$ cat src/rtl/pct_pkg.sv
package pct_pkg;

  // Number of features used by the classifier; the input word always
  // carries MAX_FEATURES slots.
  localparam int MAX_FEATURES = 4;
  localparam int NUM_FEATURES = 4;
  localparam int NUM_LANES    = NUM_FEATURES + 1;

  localparam int FEAT_W = 16;               // Q8.8 feature
  localparam int LR_W   = 16;               // Q0.16 learning rate
  localparam int W_W    = 32;               // Q16.16 weight
  localparam int X_W    = FEAT_W + 1;       // lane input, wide enough for 1.0
  localparam int SCL_W  = LR_W + 1 + X_W;   // learning rate times input
  localparam int RND_W  = SCL_W + 2;        // doubled, rounded step before shift
  localparam int FRAC_SHIFT = 8;            // Q8.24 to Q16.16
  localparam int STEP_W = RND_W - FRAC_SHIFT;
  localparam int PROD_W = W_W + X_W;        // Q25.24 product
  localparam int DOT_W  = PROD_W + $clog2(NUM_LANES) + 1;

  localparam int IN_DATA_W  = 72;
  localparam int OUT_DATA_W = 8;
  localparam int LABEL_BIT  = MAX_FEATURES * FEAT_W;

  localparam logic [LR_W-1:0]        LR_RESET   = 16'd655;
  localparam logic signed [X_W-1:0]  BIAS_INPUT = 17'sd256;

  localparam logic OP_CLASSIFY = 1'b0;
  localparam logic OP_TRAIN    = 1'b1;

  // Weight update control handed from the top level to every lane.
  typedef struct packed {
    logic apply;    // update the weights this cycle
    logic step_up;  // label is +1, so the error is +2; otherwise -2
  } upd_ctl_t;

endpackage

$ cat src/rtl/pct_merge.sv
module pct_merge (
  input  logic signed [pct_pkg::PROD_W-1:0] prod [pct_pkg::NUM_LANES],
  output logic                              negative
);
  import pct_pkg::*;

  logic signed [DOT_W-1:0] dot;

  // Exact Q29.24 sum of the lane products; only its sign is needed.
  always_comb begin
    dot = '0;
    for (int k = 0; k < NUM_LANES; k++) begin
      dot = dot + DOT_W'(prod[k]);
    end
    negative = dot[DOT_W-1];
  end

endmodule

$ cat config.mk
export PLATFORM = sky130hd
export DESIGN_NAME = pct_merge
export DESIGN_NICKNAME = d
export VERILOG_FILES = /design/src/rtl/pct_pkg.sv /design/src/rtl/pct_merge.sv
export SDC_FILE = /design/constraint.sdc
export NUM_CORES = 1
export LEC_CHECK = 0
export BUFFER_PORTS_ARGS = -buffer_cell sky130_fd_sc_hd__buf_2
export CORE_ASPECT_RATIO = 1.2
export CORE_MARGIN = 5
export CORE_UTILIZATION = 43
export DETAILED_ROUTE_END_ITERATION = 10
export PLACE_DENSITY_LB_ADDON = 0.3
export SLEW_MARGIN = 25
export SYNTH_ARGS = -nofsm -noshare
export SYNTH_HDL_FRONTEND = slang
export SYNTH_SLANG_ARGS = --single-unit
$ cat constraint.sdc
create_clock -name vclk -period 4.6
set_input_delay 0.46 -clock vclk [all_inputs]
set_output_delay 0.46 -clock vclk [all_outputs]
set_load 0.02 [all_outputs]
==> results of run 1 <==
## worst paths after layout
check	from	cells after the start	to
setup / recovery	prod[100]	15	negative
hold / removal	prod[244]	5	negative
## cell families (layout without fill, tap and decap cells)
group                    count (synthesis)  after routing
AND/OR/NAND/NOR                         39             39
buffers and inverters                  372            619
adder cells (fa/ha/maj)                199            199
AO/OA/AOI/OAI                           38             38
XOR/XNOR                                 1              1
## report_power, final
part / switching [uW] / internal (uW)
registers: 0 / 0
logic: 843 / 727
clock network: 0 / 0
## metrics by stage
step	hold slack (ps)	setup TNS (ps)	area, um2	power (uW)
after floorplan	1375	0	5477	1053
after global placement	1687	0	6920	1437
after detailed placement	1692	-19.83	6920	1477
after CTS	1696	0	6925	1490
after global routing	1725	-13.04	7034	1865
final	1670	0	7034	1570
## metal layers
layer,GRT usage,up-vias,part of all wire
li1,-,2202,-
met1,0.1765,2105,0.34
met2,0.3267,147,0.56
met3,0.03726,4,0.093
met4,0.002672,2,0.0026
met5,0,-,0.0011
## cell usage after synthesis
| cell type | count | area share |
|---|---|---|
| nor3_1 | 3 | 0.0027 |
| fa_1 | 148 | 0.54 |
| a2111oi_4 | 1 | 0.0050 |
| nand2_1 | 12 | 0.0082 |
| and4_1 | 1 | 0.0016 |
| nor3_2 | 1 | 0.0018 |
| nand3_1 | 4 | 0.0037 |
| a2111oi_2 | 1 | 0.0027 |
| xor2_1 | 1 | 0.0016 |
| a221oi_1 | 2 | 0.0032 |
| a211oi_1 | 3 | 0.0041 |
| o21ai_1 | 1 | 0.00091 |
| a21o_1 | 4 | 0.0055 |
| o31ai_1 | 1 | 0.0014 |
| a31oi_1 | 1 | 0.0011 |
| inv_1 | 372 | 0.25 |
| nand4_1 | 9 | 0.010 |
| nor2_1 | 6 | 0.0041 |
| nand2_4 | 1 | 0.0021 |
| ha_1 | 51 | 0.12 |
| nor2b_1 | 1 | 0.0011 |
| a21oi_1 | 16 | 0.015 |
| o21ai_0 | 8 | 0.0073 |
| nand4b_4 | 1 | 0.0043 |
## what timing repair did
item,in CTS,in global routing
hold endpoints to repair,0,0
gates resized for setup,1,24
cloned,0,0
pin swaps,0,20
endpoints found under the setup margin,1,1
hold buffers,0,0
## cell type report
cell class,instances,area (um2),area share
multi-input combinational,277,4188,0.5953
inverter,372,1396,0.1985
timing repair buffer,247,1245,0.1770
tap,164,205.2,0.02917
==> impl_metrics.ini, run 1 <==
[run_status]
outcome = completed

[worst_setup_path]
cp-start-kind = input port
critPathBufInv = 4
cp_top_family = adder cells
crit_path_cell_trace = buf_2 -> inv_1 -> fa_1 -> fa_1 -> inv_1 -> fa_1 -> ha_4 -> nand4b_4 -> a2111oi_4 -> o21ai_1 -> a2111oi_2 -> o31ai_2 -> nand3_1 -> xor2_2 -> buf_6
critPathMaxStageDelay_ps = 520
worstSetupEndpointType = primary output
crit_required_ps = 4140
cp_slowest_cell = fa_1
path_class = in2out
crit_fanout = 1
arrival_ps = 3970
cpMostUsedCell = fa_1

[detailed_routing]
first_iter_violations = 42
drc = 0
drt-vias-per-instance = 4.208
wl_per_cell_um = 11.43
wirelength_um = 12120
ant_nets = 0
via_count = 4460
drtPass1Iterations = 4

[timing]
worst_pin_slew_ps = 337.3
fin_ws_ps = 166.9
slew_violations = 0
setup_viol = 0
fin_crit_sh = 0.9637
fmax_ghz = 0.2256
hold_violations = 0
slew_headroom = 0.7747
fin_crit_ps = 4433

[logic_synthesis]
synth_compound_area_frac = 0.04592
synth_top_family_by_area = adder cells
synth_xor_area_frac = 0.001599
ys_seq_area_frac = 0
synth_fa_ha_area_frac = 0.6575
syn_area_um2 = 5477
yosysWarnings = 0
synthMuxAreaShare = 0
synth_cell_types = 24
syn_inst = 649
synth.avg_cell_area_um2 = 8.438
synthesis.nets = 1093
synth-simple-area-share = 0.03998

[clocking]
postCtsSetupBuffers = 0

[layout]
seq_cells = 0
fillers = 1202
clkbuf_count = 0
mostFrequentLayoutCell = inv_1
drive_gt1_frac = 0.3036
finalNonFillerCells = 1060
antennaDiodeCount = 0
syn_to_final_growth_pct = 28.44
register_area_um2 = 0
mostFrequentLayoutCells = 368 x inv_1, 245 x buf_2, 148 x fa_1
nets = 1342
utilization = 0.5602

[placed_design]
post-place-ws_ps = -19.83
place_inst = 1060
portBuffers = 246
gp_congestion = 0.8064
place_hpwl_um = 12030

[power_and_ir_drop]
leakage_uw = 0.004600
p_per_area_nw_per_um2 = 223.1
peakVddDrop_v = 0.0001506

[floorplanning]
die-width_um = 113.0
start_util = 0.4362
coreArea_um2 = 12560
rows = 45
die_height_um = 133.6
io_pins = 246
die-area_um2 = 15100

[global_route]
grt_pass1_wl_um = 20120
grt_overflow_total = 0
antenna_found_initial = 1
grt_max_degree = 4
grt_pass1_vias = 4832
grtUsageTotal = 0.1609

[job]
drv_cap = 0

[worst_hold_path]
hold_class = in2out
No activity file was read; power rests on OpenSTA's default activity.
==> run 2, diff against run 1 <==
--- a/config.mk
+++ b/config.mk
@@ -6,9 +6,11 @@
 export NUM_CORES = 1
 export LEC_CHECK = 0
 export BUFFER_PORTS_ARGS = -buffer_cell sky130_fd_sc_hd__buf_2
+export CELL_PAD_IN_SITES_DETAIL_PLACEMENT = 0
+export CELL_PAD_IN_SITES_GLOBAL_PLACEMENT = 2
 export CORE_ASPECT_RATIO = 1.2
 export CORE_MARGIN = 5
-export CORE_UTILIZATION = 43
+export CORE_UTILIZATION = 28
 export DETAILED_ROUTE_END_ITERATION = 10
 export PLACE_DENSITY_LB_ADDON = 0.3
 export SLEW_MARGIN = 25
==> run 2 against run 1 <==
  * Sequential share of layout area unchanged
  * Final area rose by 1.5%
  * Clock-buffer cell count is the same
  * Sequential cell count stayed put
  * Critical path type unchanged
  * Highest routed layer unchanged
  * Die area rose by 49%
  * Worst setup slack gained 45 ps
  * Non-clock buffer count is 1 higher
==> impl_metrics.ini, run 2 (synthesis gave the netlist of run 1 again) <==
[run_status]
outcome = completed

[detailed_routing]
drtPass1Iterations = 4
first_iter_violations = 39
wl_per_cell_um = 10.94
wirelength_um = 12690
drc = 0
ant_nets = 0
via_count = 4411
drt-vias-per-instance = 3.803

[worst_hold_path]
hold_class = in2out
hold_start = prod[244]

[layout]
drive_gt1_frac = 0.2977
fillers = 2140
seq_cells = 0
syn_to_final_growth_pct = 30.43
nets = 1343
clkbuf_count = 0
register_area_um2 = 0
mostFrequentLayoutCells = 370 x inv_1, 245 x buf_2, 148 x fa_1
mostFrequentLayoutCell = inv_1
utilization = 0.3680

[timing]
fin_crit_sh = 0.9539
fin_crit_ps = 4388
slew_headroom = 0.7796
fin_setup_tns_ps = 0
rsz0062_at_grt = false
setup_viol = 0
worst_pin_slew_ps = 328.6
fmax_ghz = 0.2279
hold_violations = 0
fin_ws_ps = 212.1
slew_violations = 0

[worst_setup_path]
cp-start-kind = input port
path_class = in2out
crit_required_ps = 4140
critPathLaunch = prod[3]
worstSetupEndpointType = primary output
crit_end = negative
crit_fanout = 1
arrival_ps = 3930

[power_and_ir_drop]
leakage_uw = 0.004611
p_per_area_nw_per_um2 = 215.7
peakVddDrop_v = 0.00009245

[job]
drv_cap = 0

[placed_design]
gp_congestion = 0.7099
portBuffers = 246
post-place-ws_ps = -33.47
place_hpwl_um = 12820

[global_route]
grt.met1_usage = 0.1364
grt_pass1_vias = 4872
antenna_found_initial = 6
grtUsageMet2 = 0.2165
grt_overflow_total = 0
grt_max_degree = 4
met3_usage = 0.02865
grt.busiest_layer = met2
grt_pass1_wl_um = 20980
grtUsageTotal = 0.1143

[clocking]
postCtsSetupBuffers = 0
holdBufCountCts = 0

[floorplanning]
die-width_um = 137.7
rows = 56
die-area_um2 = 22470
io_pins = 246
die_height_um = 163.2
start_util = 0.2822
coreArea_um2 = 19410
[run 2: worst max-delay path, stage by stage]
cell	delay [ps]
buf_2	80
inv_1	40
fa_1	520
inv_1	50
fa_1	470
inv_1	50
fa_1	540
inv_2	50
ha_4	250
nor2_2	40
a2111oi_4	330
o21ai_2	140
a2111oi_4	340
o31ai_2	140
nand3_2	100
xor2_1	150
buf_4	170
[run 2: per-stage QoR]
stage,hold slack (ps),total power (uW),cells,instance area (um2)
after floorplan,1375,1053,649,5477
after global placement,1670,1502,1159,7057
after detailed placement,1670,1499,1159,7057
after CTS,1672,1547,1159,7093
after global routing,1723,1860,1159,7141
final,1659,1541,1160,7143
[run 2: worst min-delay path by stage]
stage                    end  slack (ps)  depth (start not counted)
finish              negative        1660                          5
global route        negative        1720                          5
CTS                 negative        1670                          5
detailed placement  negative        1670                          5
global placement    negative        1670                          5
floorplan           negative        1370                          3
[run 2: layer usage]
metal | up-vias | routed length [um]
met3 | 13 | 1293
met5 | - | 65
met4 | 10 | 70
met1 | 2035 | 4567
li1 | 2207 | -
met2 | 146 | 6693
[run 2: cell type report]
cell class                      instances  area [um2]  share of cell area
Timing Repair Buffer                  248        1249              0.1748
Inverter                              372        1396              0.1955
Tap cell                              261       326.6             0.04572
Antenna cell                            2       5.005           0.0007006
Multi-Input combinational cell        277        4167              0.5833
[run 2: where the power goes]
part / leakage, uW / internal, uW / total [uW] / switching [uW]
Clock: 0.0000000127 / 0.0000581 / 0.0000581 / 0
Combinational: 0.00461 / 702 / 1540 / 839
Sequential: 0 / 0 / 0 / 0
Total: 0.00461 / 702 / 1540 / 839
[run 2: timing repair]
| action | 4_1_cts | 5_1_grt |
|---|---|---|
| endpoints found under the setup margin | 1 | 1 |
| pin swaps | 6 | 9 |
| gates resized for setup | 5 | 12 |
| hold endpoints to repair | 0 | 0 |
==> run 3, diff against run 2 <==
--- a/config.mk
+++ b/config.mk
@@ -13,7 +13,6 @@
 export CORE_UTILIZATION = 28
 export DETAILED_ROUTE_END_ITERATION = 10
 export PLACE_DENSITY_LB_ADDON = 0.3
-export SLEW_MARGIN = 25
 export SYNTH_ARGS = -nofsm -noshare
 export SYNTH_HDL_FRONTEND = slang
 export SYNTH_SLANG_ARGS = --single-unit
==> constraint.sdc (replaced) <==
create_clock -name vclk -period 4.6
set_input_delay 0.23 -clock vclk [all_inputs]
set_output_delay 0.23 -clock vclk [all_outputs]
set_load 0.05 [all_outputs]
==> run 3 against run 2 <==
  * Final area is 1.5% lower
  * Sequential cell count is the same
  * Via count fell by 0.32%
  * Maximum frequency increased by 6.3%
  * Cell count fell by 0.26%
  * Wire length fell by 1.4%
  * Die area unchanged
==> impl_metrics.ini, run 3 (synthesis gave the netlist of run 1 again) <==
[run_status]
outcome = completed

[clocking]
holdBufCountCts = 0
cts_resized = 0
postCtsSetupBuffers = 0

[layout]
clkbuf_count = 0
syn_to_final_growth_pct = 28.49
drive_gt1_frac = 0.2804
finalNonFillerCells = 1157
mostFrequentLayoutCells = 372 x inv_1, 246 x buf_2, 148 x fa_1
mostFrequentLayoutCell = inv_1
nets = 1341
seq_cells = 0
fillers = 2162
register_area_um2 = 0
final_area_um2 = 7037

[power_and_ir_drop]
leakage_uw = 0.004596
power.switching_uw = 816.3
intPower_uw = 643.6
swShare = 0.5591
clockPowerShare = 0
peakVddDrop_v = 0.0001354
power_frac_seq = 0
p_per_area_nw_per_um2 = 207.5
power_uw = 1460
pwr-share-comb = 1.000

[detailed_routing]
ant_nets = 0
wl_met1_um = 4442
wl_met3_um = 1413
wl_per_cell_um = 10.81
first_iter_violations = 36
drtPass1Iterations = 4
dr_wl_met2_um = 6511
drc = 0
routed.top_layer = met5
drt-vias-per-instance = 3.800
wirelength_um = 12510
via_count = 4397

[worst_setup_path]
crit_fanout = 2
path_class = in2out
arrival_ps = 3900
cp-start-kind = input port
worstSetupEndpointType = primary output
crit_required_ps = 4370

[timing]
fin_crit_ps = 4126
rsz0062_at_grt = false
fin_crit_sh = 0.8970
worst_pin_slew_ps = 438.8
hold_violations = 0
setup_viol = 0
fin_setup_tns_ps = 0
fmax_ghz = 0.2424
slew_violations = 0
slew_headroom = 0.7044

[global_route]
antenna_found_initial = 5
grt_pass1_wl_um = 21000
grtUsageTotal = 0.1137
grt_overflow_total = 0
grt_pass1_vias = 4854
grt_max_degree = 4

[floorplanning]
start_util = 0.2822
die-width_um = 137.7
coreArea_um2 = 19410
die-area_um2 = 22470
io_pins = 246
rows = 56
die_height_um = 163.2

[placed_design]
place_hpwl_um = 12760
place_inst = 1156
gp_congestion = 0.7107
portBuffers = 246
post_dp_cell_area_um2 = 7034

[worst_hold_path]
hold_class = in2out

[job]
drv_cap = 0
-- run 3: changes by cell type in the layout (fill, tap and decap cells not counted), moves of 2 or more --
cell	previous run	this run
inv_2	2	0
nand2_1	10	12
ha_1	48	51
ha_4	3	0
inv_1	370	372
nand2_2	2	0
buf_4	3	0
-- run 3: power groups by stage --
stage	logic (uW)	registers [uW]	clock network, uW
5_1_grt	1780	0	0.0000291
3_3_place_gp	1520	0	0
3_5_place_dp	1510	0	0
6_report	1460	0	0.0000291
2_1_floorplan	1090	0	0
4_1_cts	1530	0	0
-- run 3: cell type report --
cell class	count	area, um2	share of cell area
inverters	372	1396	0.1984
well taps	261	326.6	0.04641
multi-input cells	277	4080	0.5798
repair buffers	246	1231	0.1750
diodes	1	2.502	0.0003556
-- run 3: worst max-delay path, cell delays in order --
cell	delay, ps
buf_2	70
inv_1	40
fa_1	530
inv_1	50
fa_1	500
inv_1	50
fa_1	500
inv_1	50
ha_1	310
a21oi_1	150
o21ai_0	90
o21ai_1	230
a2111oi_2	110
o31ai_1	340
nand3_1	180
xor2_1	150
buf_2	290
-- run 3: worst paths after layout --
kind / slack, ps / depth (start not counted) / to / from
max: 470 / 17 / negative / prod[7]
min: 1230 / 5 / negative / prod[244]
-- run 3: routing by layer --
metal | track usage | vias up
met5 | 0 | -
met4 | 0.005898 | 8
met3 | 0.03142 | 12
met2 | 0.2160 | 147
met1 | 0.1317 | 2028
li1 | - | 2202
-- run 3: through the flow --
step | setup slack [ps] | utilization | hold slack [ps]
CTS | 410.8 | 0.3624 | 1252
detailed placement | 437.6 | 0.3624 | 1249
global route | 224.8 | 0.3626 | 1291
floorplan | 488.5 | - | 1058
global placement | 385.6 | 0.3624 | 1262
finish | 473.9 | 0.3626 | 1231
